==> src/sv/mmf_pkg.sv <==
// Shared types and constants of the moving median filter.
package mmf_pkg;

    // Sample width of x and y, signed Q16.16.
    localparam int SAMPLE_BITS = 32;
    // Width of the half-width register.
    localparam int HW_BITS = 4;
    // Width of the window length and of the ranking counters (2*15+1 = 31).
    localparam int LEN_BITS = 5;
    // Points-seen counter width and its saturation value.
    localparam int SEEN_BITS = 6;
    localparam logic [SEEN_BITS-1:0] SEEN_MAX = 6'd63;
    // Smallest result delay in points.
    localparam logic [HW_BITS-1:0] MIN_DELAY = 4'd2;
    // Half-width after reset.
    localparam logic [HW_BITS-1:0] HALF_WIDTH_RESET = 4'd1;

    // One input item.
    typedef struct packed {
        logic signed [SAMPLE_BITS-1:0] x_value;
        logic signed [SAMPLE_BITS-1:0] y_value;
        logic                          last_point;
    } t_in_item;

    // One result item.
    typedef struct packed {
        logic signed [SAMPLE_BITS-1:0] x_out;
        logic signed [SAMPLE_BITS-1:0] median_out;
        logic                          last_out;
    } t_out_item;

endpackage

==> src/sv/moving_median_filter_edge_shrink.sv <==
// Moving median filter with shrinking windows at the dataset edges.
//
// Usage: points enter on the input channel (i_in_valid / o_in_stall), one
// point per item, the final point of a dataset marked by last_point. Each
// point comes back on the output channel (o_out_valid / i_out_stall) with x
// unchanged and y replaced by the median of a centered window of 2H+1
// samples, H shrinking near both ends of the dataset. Results trail their
// point by max(H,2) points; the remaining ones are flushed after the last
// point. Datasets of one or two points give no results.
// The half-width H is written on the configuration channel (always ready)
// and is taken up at the first point of the next dataset.
// Throughput: the block takes an item only while idle. Each result goes
// through a setup state, a ranking state that tries the window samples in
// turn as candidates until it finds the median, and an emit state. The rank
// of one candidate is counted by a single shared comparator against every
// window sample, one sample per cycle, from a two-read-port sample ring.
// Reset sets H to 1, empties the dataset and the output register; the rings
// need no clearing. When the receiver stalls, the finished result is held in
// the output register and the sequencer waits before loading the next one.
module moving_median_filter_edge_shrink #(
    parameter int MAX_WINDOW = 21
) (
    input  logic                 i_clk,
    input  logic                 i_rst_n,
    input  logic                 i_in_valid,
    output logic                 o_in_stall,
    input  mmf_pkg::t_in_item    i_in_data,
    output logic                 o_out_valid,
    input  logic                 i_out_stall,
    output mmf_pkg::t_out_item   o_out_data,
    input  logic                 i_cfg_valid,
    output logic                 o_cfg_ready,
    input  logic [mmf_pkg::HW_BITS-1:0] i_cfg_data
);

    localparam int RING_LEN = MAX_WINDOW + 1;
    localparam int AW       = $clog2(RING_LEN);
    localparam int SW       = ((AW > mmf_pkg::LEN_BITS) ? AW : mmf_pkg::LEN_BITS) + 1;
    localparam int MAX_HALF = (MAX_WINDOW - 1) / 2;
    localparam int HB       = mmf_pkg::HW_BITS;
    localparam int LB       = mmf_pkg::LEN_BITS;
    localparam int PB       = mmf_pkg::SEEN_BITS;
    localparam int SB       = mmf_pkg::SAMPLE_BITS;

    typedef enum logic [1:0] {
        S_IDLE,
        S_SETUP,
        S_RANK,
        S_EMIT
    } t_state;

    // Modular reduction of a sum that is known to stay below twice the ring length.
    function automatic logic [AW-1:0] f_wrap(input logic [SW-1:0] s);
        logic [SW-1:0] t;
        begin
            t = s - SW'(RING_LEN);
            f_wrap = (s >= SW'(RING_LEN)) ? t[AW-1:0] : s[AW-1:0];
        end
    endfunction

    // Sample rings.
    logic signed [SB-1:0] r_y_ring [RING_LEN];
    logic signed [SB-1:0] r_x_ring [RING_LEN];
    logic signed [SB-1:0] r_qa, r_qb, r_xq;

    // Control and working registers.
    t_state            r_state, n_state;
    logic [HB-1:0]     r_half_width, n_half_width;
    logic [HB-1:0]     r_active_h, n_active_h;
    logic [PB-1:0]     r_points_seen, n_points_seen;
    logic [AW-1:0]     r_head, n_head;
    logic [AW-1:0]     r_newest, n_newest;
    logic [HB-1:0]     r_r, n_r;
    logic [PB-1:0]     r_idx, n_idx;
    logic              r_at_end, n_at_end;
    logic [HB-1:0]     r_h, n_h;
    logic [LB-1:0]     r_len, n_len;
    logic [AW-1:0]     r_pos, n_pos;
    logic [AW-1:0]     r_base, n_base;
    logic [LB-1:0]     r_k, n_k;
    logic [LB-1:0]     r_j, n_j;
    logic [LB-1:0]     r_lt, n_lt;
    logic [LB-1:0]     r_eq, n_eq;
    logic              r_pv, n_pv;
    logic              r_plast, n_plast;
    logic signed [SB-1:0] r_med, n_med;
    logic              r_out_valid, n_out_valid;
    mmf_pkg::t_out_item r_out_data, n_out_data;

    // Combinational helpers.
    logic              in_accept;
    logic [HB-1:0]     act_h;
    logic [HB-1:0]     delay;
    logic [PB-1:0]     idx_half;
    logic [LB-1:0]     r_plus1;
    logic [HB-1:0]     h_sel;
    logic [AW-1:0]     pos_c;
    logic [AW-1:0]     addr_a, addr_b;
    logic [LB:0]       lt_n, eq_n;
    logic              found;
    logic              out_free;

    assign in_accept   = i_in_valid && (r_state == S_IDLE);
    assign o_in_stall  = (r_state != S_IDLE);
    assign o_cfg_ready = 1'b1;
    assign o_out_valid = r_out_valid;
    assign o_out_data  = r_out_data;
    assign out_free    = !r_out_valid || !i_out_stall;

    // Half-width taken up at the first point of a dataset, clamped to the ring.
    always_comb begin
        if (r_points_seen == '0) begin
            if (int'(r_half_width) > MAX_HALF) begin
                act_h = HB'(MAX_HALF);
            end else begin
                act_h = r_half_width;
            end
        end else begin
            act_h = r_active_h;
        end
        delay = (act_h < mmf_pkg::MIN_DELAY) ? mmf_pkg::MIN_DELAY : act_h;
    end

    // Window half-width of the current result, shrunk near both dataset edges.
    always_comb begin
        idx_half = (r_idx - PB'(1)) >> 1;
        r_plus1  = LB'(r_r) + LB'(1);
        h_sel    = r_active_h;
        if (r_idx == '0 || (r_at_end && r_r == '0)) begin
            h_sel = '0;
        end else begin
            if (r_idx < PB'(r_active_h) && idx_half < PB'(h_sel)) begin
                h_sel = idx_half[HB-1:0];
            end
            if (r_at_end && r_plus1 <= LB'(r_active_h) && (r_plus1 >> 1) < LB'(h_sel)) begin
                h_sel = HB'(r_plus1 >> 1);
            end
        end
        pos_c = f_wrap(SW'(r_newest) + SW'(RING_LEN) - SW'(r_r));
    end

    // Ring addresses of the rank candidate and of the sample it is compared with.
    assign addr_a = f_wrap(SW'(r_base) + SW'(r_k));
    assign addr_b = f_wrap(SW'(r_base) + SW'(r_j));

    // Shared comparator: count samples below and equal to the candidate.
    always_comb begin
        lt_n  = (LB + 1)'(r_lt) + (LB + 1)'(r_qb < r_qa);
        eq_n  = (LB + 1)'(r_eq) + (LB + 1)'(r_qb == r_qa);
        found = r_pv && r_plast && (lt_n <= (LB + 1)'(r_h))
                && ((LB + 1)'(r_h) < lt_n + eq_n);
    end

    // Sequencer next-state logic.
    always_comb begin
        n_state       = r_state;
        n_half_width  = r_half_width;
        n_active_h    = r_active_h;
        n_points_seen = r_points_seen;
        n_head        = r_head;
        n_newest      = r_newest;
        n_r           = r_r;
        n_idx         = r_idx;
        n_at_end      = r_at_end;
        n_h           = r_h;
        n_len         = r_len;
        n_pos         = r_pos;
        n_base        = r_base;
        n_k           = r_k;
        n_j           = r_j;
        n_lt          = r_lt;
        n_eq          = r_eq;
        n_pv          = 1'b0;
        n_plast       = 1'b0;
        n_med         = r_med;
        n_out_valid   = r_out_valid;
        n_out_data    = r_out_data;

        // Output register drains whenever the receiver takes the item.
        if (r_out_valid && !i_out_stall) begin
            n_out_valid = 1'b0;
        end

        if (i_cfg_valid) begin
            n_half_width = i_cfg_data;
        end

        case (r_state)
            S_IDLE: begin
                if (in_accept) begin
                    n_active_h = act_h;
                    n_newest   = r_head;
                    n_head     = f_wrap(SW'(r_head) + SW'(1));
                    if (i_in_data.last_point) begin
                        n_points_seen = '0;
                        n_at_end      = 1'b1;
                        if (r_points_seen >= PB'(2)) begin
                            if (r_points_seen < PB'(delay)) begin
                                n_r = r_points_seen[HB-1:0];
                            end else begin
                                n_r = delay;
                            end
                            n_idx   = r_points_seen - PB'(n_r);
                            n_state = S_SETUP;
                        end
                    end else begin
                        if (r_points_seen != mmf_pkg::SEEN_MAX) begin
                            n_points_seen = r_points_seen + PB'(1);
                        end
                        n_at_end = 1'b0;
                        if (r_points_seen >= PB'(delay)) begin
                            n_r     = delay;
                            n_idx   = r_points_seen - PB'(delay);
                            n_state = S_SETUP;
                        end
                    end
                end
            end

            S_SETUP: begin
                n_h     = h_sel;
                n_len   = {h_sel, 1'b1};
                n_pos   = pos_c;
                n_base  = f_wrap(SW'(pos_c) + SW'(RING_LEN) - SW'(h_sel));
                n_k     = '0;
                n_j     = '0;
                n_lt    = '0;
                n_eq    = '0;
                n_state = S_RANK;
            end

            S_RANK: begin
                // Issue the next pair of reads.
                n_pv    = 1'b1;
                n_plast = (r_j == r_len - LB'(1));
                if (r_j == r_len - LB'(1)) begin
                    n_j = '0;
                    n_k = r_k + LB'(1);
                end else begin
                    n_j = r_j + LB'(1);
                end
                // Accumulate the compare of the pair read last cycle.
                if (r_pv) begin
                    if (r_plast) begin
                        n_lt = '0;
                        n_eq = '0;
                    end else begin
                        n_lt = lt_n[LB-1:0];
                        n_eq = eq_n[LB-1:0];
                    end
                end
                if (found) begin
                    n_med   = r_qa;
                    n_pv    = 1'b0;
                    n_state = S_EMIT;
                end
            end

            S_EMIT: begin
                if (out_free) begin
                    n_out_valid           = 1'b1;
                    n_out_data.x_out      = r_xq;
                    n_out_data.median_out = r_med;
                    n_out_data.last_out   = r_at_end && (r_r == '0);
                    if (r_at_end && r_r != '0) begin
                        n_r     = r_r - HB'(1);
                        n_idx   = r_idx + PB'(1);
                        n_state = S_SETUP;
                    end else begin
                        n_state = S_IDLE;
                    end
                end
            end

            default: begin
                n_state = S_IDLE;
            end
        endcase
    end

    // State and registered outputs.
    always_ff @(posedge i_clk) begin
        if (!i_rst_n) begin
            r_state       <= S_IDLE;
            r_half_width  <= mmf_pkg::HALF_WIDTH_RESET;
            r_active_h    <= mmf_pkg::HALF_WIDTH_RESET;
            r_points_seen <= '0;
            r_head        <= '0;
            r_pv          <= 1'b0;
            r_plast       <= 1'b0;
            r_out_valid   <= 1'b0;
        end else begin
            r_state       <= n_state;
            r_half_width  <= n_half_width;
            r_active_h    <= n_active_h;
            r_points_seen <= n_points_seen;
            r_head        <= n_head;
            r_pv          <= n_pv;
            r_plast       <= n_plast;
            r_out_valid   <= n_out_valid;
        end
        r_newest   <= n_newest;
        r_r        <= n_r;
        r_idx      <= n_idx;
        r_at_end   <= n_at_end;
        r_h        <= n_h;
        r_len      <= n_len;
        r_pos      <= n_pos;
        r_base     <= n_base;
        r_k        <= n_k;
        r_j        <= n_j;
        r_lt       <= n_lt;
        r_eq       <= n_eq;
        r_med      <= n_med;
        r_out_data <= n_out_data;
    end

    // Sample rings: one write per accepted item, registered reads.
    always_ff @(posedge i_clk) begin
        if (in_accept) begin
            r_y_ring[r_head] <= i_in_data.y_value;
            r_x_ring[r_head] <= i_in_data.x_value;
        end
        r_qa <= r_y_ring[addr_a];
        r_qb <= r_y_ring[addr_b];
        r_xq <= r_x_ring[r_pos];
    end

endmodule

==> config.mk <==
export PLATFORM = sky130hd
export DESIGN_NAME = moving_median_filter_edge_shrink
export DESIGN_NICKNAME = d
export VERILOG_FILES = /design/src/sv/mmf_pkg.sv /design/src/sv/moving_median_filter_edge_shrink.sv
export SDC_FILE = /design/constraint.sdc
export NUM_CORES = 2
export LEC_CHECK = 0
export BUFFER_PORTS_ARGS = -buffer_cell sky130_fd_sc_hd__buf_4
export CAP_MARGIN = 20
export CORE_ASPECT_RATIO = 1.4
export CORE_UTILIZATION = 55
export DETAILED_ROUTE_END_ITERATION = 8
export PLACE_DENSITY = 0.73
export SYNTH_ARGS = -nofsm -noshare
export SYNTH_HDL_FRONTEND = slang
export SYNTH_SLANG_ARGS = --single-unit
==> constraint.sdc <==
create_clock -name i_clk -period 6.2 [get_ports i_clk]
set_input_delay 0.31 -clock i_clk [delete_from_list [all_inputs] [get_ports i_clk]]
set_output_delay 0.31 -clock i_clk [all_outputs]
set_load 0.01 [all_outputs]
; ---- Yosys cells after proc, flatten, opt, wreduce, memory -nomap -nowiden
; Memory sizes are Yosys's and may differ from the RTL's. A register that Yosys moved wholly into a read port is not among the register bits.
; Cells that the tools add are included.
[totals]
ff_bits = 171
ram_bits = 1408
input_bits = 74
elab_cells = 171
memories = 2
[memory_table]
columns = name, depth, word_bits, rd, rd_ports_with_merged_regs, write_ports, line
row1 = r_x_ring, 22, 32, 1, 1, 1, moving_median_filter_edge_shrink.sv:63  ; logic signed [SB-1:0] r_x_ring [RING_LEN];
row2 = r_y_ring, 22, 32, 2, 2, 1, moving_median_filter_edge_shrink.sv:62  ; logic signed [SB-1:0] r_y_ring [RING_LEN];
[classes]
addsub = 25
order_cmp = 17
eq_ne = 14
muxes = 58
n_reduce_logical = 32
[ops]
columns = cell, count
row1 = 4-bit two-way mux, 18
row2 = 5-bit two-way mux, 11
row3 = 6-bit two-way mux, 8
row4 = 5-bit one-hot mux with 2 select lines, 4
row5 = 32-bit == test, 1
row6 = 32-bit < comparator, 1
row7 = 6-bit by 5-bit greater-or-equal comparator with 1-bit output (second input constant), 5
row8 = 5-bit subtractor (second input constant), 5
row9 = 6-bit by 4-bit subtractor with 6-bit output, 4
row10 = 5-bit by 1-bit adder with 6-bit output, 2
row11 = 5-bit by 5-bit adder with 6-bit output, 2
row12 = 5-bit by 5-bit adder with 6-bit output (second input constant), 2
row13 = 6-bit by 1-bit adder with 6-bit output (second input constant), 2
row14 = 6-bit zero test, 2
row15 = 6-bit by 4-bit < comparator with 1-bit output, 2
row16 = 2-bit two-way mux, 6
row17 = 2-bit != test (second input constant), 6
row18 = 6-bit one-hot mux with 2 select lines, 1
row19 = 2-bit AND reduction, 6
row20 = 5-bit by 1-bit adder with 5-bit output (second input constant), 2
row21 = 1-bit logical AND, 10
row22 = 1-bit two-way mux, 8
row23 = 2-bit one-hot mux with 4 select lines, 1
row24 = 4-bit one-hot mux with 2 select lines, 1
row25 = 29 further kinds, 36

; ---- Longest topological paths before layout
[logic_depth]
depth_word = 16
mapped_depth = 26
ltp_nobuf = 25

; ---- Worst setup path after synthesis
; No wires, ideal clock.
[synth_path]
path_type = reg2reg
startpoint = reg r_state[0]
endpoint = reg r_out_data, in the netlist o_out_data[0], enable pin
setup_time_ps = 587
arrival_ps = 5765
t_required_ps = 5613
slack_ps = -152
path_stages_with_launch = 5
path_buffers = 2
period_less_slack_ps = 6352
cell_sequence = dfxtp_1 -> ha_1 -> clkbuf_1 -> clkbuf_1 -> a21boi_0
[synth_via]
elab_chain_len = 2
[synth_lines]
columns = item, line
row1 = start: declaration, moving_median_filter_edge_shrink.sv:67  ; t_state r_state, n_state;
row2 = start signal: assignment, moving_median_filter_edge_shrink.sv:293  ; r_state <= n_state;
row3 = 2-bit == test, moving_median_filter_edge_shrink.sv:188  ; case (r_state)
row4 = 2-bit AND reduction (no source line), -
row5 = end signal: assignment, moving_median_filter_edge_shrink.sv:315  ; r_out_data <= n_out_data;
row6 = end: declaration, moving_median_filter_edge_shrink.sv:88  ; mmf_pkg::t_out_item r_out_data, n_out_data;
; No other way between the ends.
; A chain may end at the register's enable or synchronous reset.

; ---- Worst setup path in the final report
[layout_path]
startpoint = reg r_idx[0]
endpoint = reg r_base[2] (data pin)
[layout_via]
elab_chain_len = 12
elab_cells_between_ends = 16
[layout_lines]
columns = item, line
row1 = start: declaration, moving_median_filter_edge_shrink.sv:74  ; logic [PB-1:0] r_idx, n_idx;
row2 = start signal: assignment, moving_median_filter_edge_shrink.sv:304  ; r_idx <= n_idx;
row3 = 6-bit by 1-bit subtractor with 6-bit output, moving_median_filter_edge_shrink.sv:126  ; idx_half = (r_idx - PB'(1)) >> 1;
row4 = 5-bit by 4-bit < comparator with 1-bit output, moving_median_filter_edge_shrink.sv:132  ; if (r_idx < PB'(r_active_h) && idx_half < PB'(h_sel)) begin
row5 = 1-bit logical AND, moving_median_filter_edge_shrink.sv:132
row6 = 4-bit two-way mux, moving_median_filter_edge_shrink.sv:132
row7 = 4-bit two-way mux, moving_median_filter_edge_shrink.sv:129  ; if (r_idx == '0 || (r_at_end && r_r == '0)) begin
row8 = 4-bit < comparator, moving_median_filter_edge_shrink.sv:135  ; if (r_at_end && r_plus1 <= LB'(r_active_h) && (r_plus1 >> 1) < LB'(h_sel)) begin
row9 = 1-bit logical AND, moving_median_filter_edge_shrink.sv:135
row10 = 4-bit two-way mux, moving_median_filter_edge_shrink.sv:135
row11 = 4-bit two-way mux (*), moving_median_filter_edge_shrink.sv:129
row12 = via h_sel[1], moving_median_filter_edge_shrink.sv:96  ; logic [HB-1:0] h_sel;
row13 = 6-bit by 4-bit subtractor with 6-bit output (*), moving_median_filter_edge_shrink.sv:224  ; n_base = f_wrap(SW'(pos_c) + SW'(RING_LEN) - SW'(h_sel));
row14 = 5-bit subtractor / 6-bit by 5-bit greater-or-equal comparator with 1-bit output (equally long branches), "moving_median_filter_edge_shrink.sv:56, moving_median_filter_edge_shrink.sv:57"
row15 = 5-bit two-way mux (*), moving_median_filter_edge_shrink.sv:57  ; f_wrap = (s >= SW'(RING_LEN)) ? t[AW-1:0] : s[AW-1:0];
row16 = end signal: assignment, moving_median_filter_edge_shrink.sv:309  ; r_base <= n_base;
row17 = end: declaration, moving_median_filter_edge_shrink.sv:79  ; logic [AW-1:0] r_base, n_base;
; The timed path passes the listed nets; every way through them passes the cells marked *. The select of a mux whose other input is x is not followed.

==> reports/qor.csv <==
metric;value;unit
design area;80800;sq um
Synthesized Nets;4917;
CTS tree;done;
final hold viol count;0;
# IOs;142;
CTS max path bufs;3;
FILL cells;8905;
Post-Syn Area;70900;sq um
post-synth cell types;69;
Final nets;5134;
Critical Path RT;6.74;ns
Initial Utilization;55.6;%
asr flop ratio synth;0;%
P&R area growth vs syn;13.9;%
Slew HR;23.6;%
min-delay src;i_in_valid;
Fmax;163;MHz
Final Util;63.3;%
number of global-route vias before repair;44500;
H-tree depth;4;
Hold Crit Class;primary input to flip-flop;
synthesis-stage register bit count;1675;
register area share after synthesis;69.2;%
r2r worst-path depth;24;
hold endpoint;r_active_h[0]$_SDFFE_PN1P_;
initial drt markers;5589;
Worst R2R Setup Slack;0.08;ns
most frequent CP cell;ha_1;
routed vias/inst;6.60;
Placement Cell Area;74600;sq um
Setup crit start;r_idx[0]$_DFFE_PP_;
routed via count;44300;
status;finished clean;
crit end category;flip-flop;
Period minus WS final;6.12;ns
max_cap viols;0;
critical path arrival;6.67;ns
final critical-path share of the clock period;98.8;%
clock sinks;1675;
clk_skew;0.0286;ns
cell chain of the critical path;inv_1, ha_1, xor2_1, ha_1, a21boi_0, o21ai_0, nand2b_1, a221oi_4, nor2_1, a21oi_1, ha_1, a21o_1, a2111oi_1, and3_2, or2_2, a21oi_1, ha_1, inv_1, ha_1, fa_1, xnor2_2, nand2_1, a21oi_2, mux2_2;
Antenna Nets Post-Route;0;
Synth top area share;65.9;%
Synth Flop Type;edfxtp_1;
Final Max Slew Viols;0;
placed wire-length estimate;103000;um
RR Startpoint;r_idx[0]$_DFFE_PP_;
core area;128000;sq um
first-pass GRT wire length;282000;um
setup TNS;0;ns
CP startpoint kind;flip-flop;
wire length per cell;28.8;um
Setup violations, final;0;
PortBufs;140;
final wirelength;193000;um
Mapped Cells;4718;
TritonRoute pass-1 iters;6;
Synth warnings;0;
DRC Markers;0;
hold path depth;3;
crit path max fanout;7;
gr usage total;29.6;%
Rows;155;
overall die width;305;um
CP max stage delay;0.50;ns
dominant cells by area after synthesis;edfxtp_1 66%, mux4_2 8.1%, nand2_1 3.7%;
CP Class;flip-flop to flip-flop;
Clock Latency Late Sink;0.81;ns
Buf/Inv on CP;2;
clk slew on worst S/H paths;0.07;ns
syn_area_per_cell;15.0;sq um
Largest delay share family, worst path;compound AO/OA/AOI/OAI gates;
Routability Congestion;0.891;
layout cell share with drive strength beyond 1;16.2;%
initial antenna violation count;9;
Reg-to-Reg End;r_base[2]$_DFFE_PP_;
largest net degree at the start of global routing;117;
DIE HEIGHT;427;um
die area;130000;sq um
clk root buf;clkbuf_16;
number of flops mapped to enable cells by yosys;1555;
total gr overflow;0;
worst-margin pin slew;1.14;ns
top cell type by total area after synthesis;edfxtp_1;
critical path's slowest cell;a2111oi_1;
total CTS buffers;157;
## stage by stage
step	std cells	setup slack (ns)	hold slack, ns
2_1_floorplan	4718	0.643	0.386
3_3_place_gp	6336	0.228	0.386
3_5_place_dp	6336	0.0258	0.392
4_1_cts	6708	0.0593	0.0437
5_1_grt	6716	-0.150	0.114
6_report	6718	0.0762	0.0817
## cell usage after synthesis (15+ instances only)
master,n
edfxtp_1,1555
inv_1,120
nand4_1,104
a32oi_1,96
nor2_1,178
o22ai_1,129
xnor2_1,35
a31oi_1,65
xor2_1,25
o21ai_0,92
dfxtp_1,120
and2_1,15
mux4_2,256
nor2b_1,24
ha_1,118
nand3_1,248
clkbuf_1,191
buf_1,45
nand2_1,694
buf_2,41
mux2i_1,210
a21oi_1,150
o211ai_1,65
a21o_1,32
## cells in the final DEF, fill, tap and decap left out, types with 80 or more instances in the layout
cell type	synthesis	layout
a32oi_1	96	96
o21ai_0	92	92
nor2_1	178	155
nand4_1	104	104
ha_1	118	116
a21oi_1	150	147
nand2_1	694	694
mux2i_1	210	208
dfxtp_1	120	120
edfxtp_1	1555	1555
o22ai_1	129	129
dlygate4sd3_1	0	80
buf_4	5	219
inv_1	120	120
mux4_2	256	256
clkbuf_16	0	160
nand3_1	248	248
## layer usage
layer / vias up / global-route usage, % / wire, um
li1: 18800 / - / -
met1: 22100 / 36.5 / 68000
met2: 2808 / 49.9 / 95500
met3: 647 / 5.27 / 19100
met4: 16 / 15.7 / 10400
met5: - / 0 / 106
## worst reg2reg max path, cell delays in order, from the launching register on
cell and delay, ns:
edfxtp_1 0.47, inv_1 0.13, ha_1 0.19, xor2_1 0.24, ha_1 0.27, a21boi_0 0.12
o21ai_0 0.17, nand2b_1 0.13, a221oi_4 0.41, nor2_1 0.08, a21oi_1 0.19, ha_1 0.28
a21o_1 0.17, a2111oi_1 0.50, and3_2 0.34, or2_2 0.12, a21oi_1 0.08, ha_1 0.28
inv_1 0.05, ha_1 0.21, fa_1 0.49, xnor2_2 0.21, nand2_1 0.14, a21oi_2 0.25
mux2_2 0.36
## registers in the layout, indices dropped and copies added (netlist names), 6 cells and up
name	count
r_xq	32
o_out_data	65
r_y_ring	704
r_qb	32
r_x_ring	704
r_points_seen	6
r_idx	6
r_med	32
r_qa	32
## cells by family after synthesis
family | synth area share (%)
AOI/OAI and AO/OA | 6.15
muxes | 11.2
and+or+nand+nor | 8.03
DFF | 69.2
buffers and inverters | 2.23
other | 0.00529
adders and majority gates | 2.28
xor gates and xnor gates | 0.833
## cell type report
cell class	count	area, sq um	area share, %
clock buffer	201	4300	5.32
timing repair buffer	340	3270	4.05
tap	1648	2060	2.55
clock inverter	91	938	1.16
sequential	1675	49100	60.8
antenna	2	5.00	0.00620
multi-input combinational	2640	20600	25.5
inverter	121	454	0.562
## worst max-delay path by stage
stage	end	slack [ns]	depth (start not counted)
finish	r_base[2]$_DFFE_PP_	0.08	24
global route	r_base[2]$_DFFE_PP_	-0.15	24
CTS	r_base[2]$_DFFE_PP_	0.06	24
detailed placement	r_base[2]$_DFFE_PP_	0.03	24
global placement	r_med[16]$_DFFE_PP_	0.23	24
floorplan	r_base[2]$_DFFE_PP_	0.64	25
## repair_timing
action                                   CTS  global route
resized for setup                          1             6
setup buffers                              0             7
hold buffers                              80             0
endpoints found under the hold margin   1434             0
endpoints found under the setup margin     1            11
pin swaps                                  0             2
Power is not shown: default switching activity piles up to over one toggle a cycle in this logic, so the estimate is an artifact.
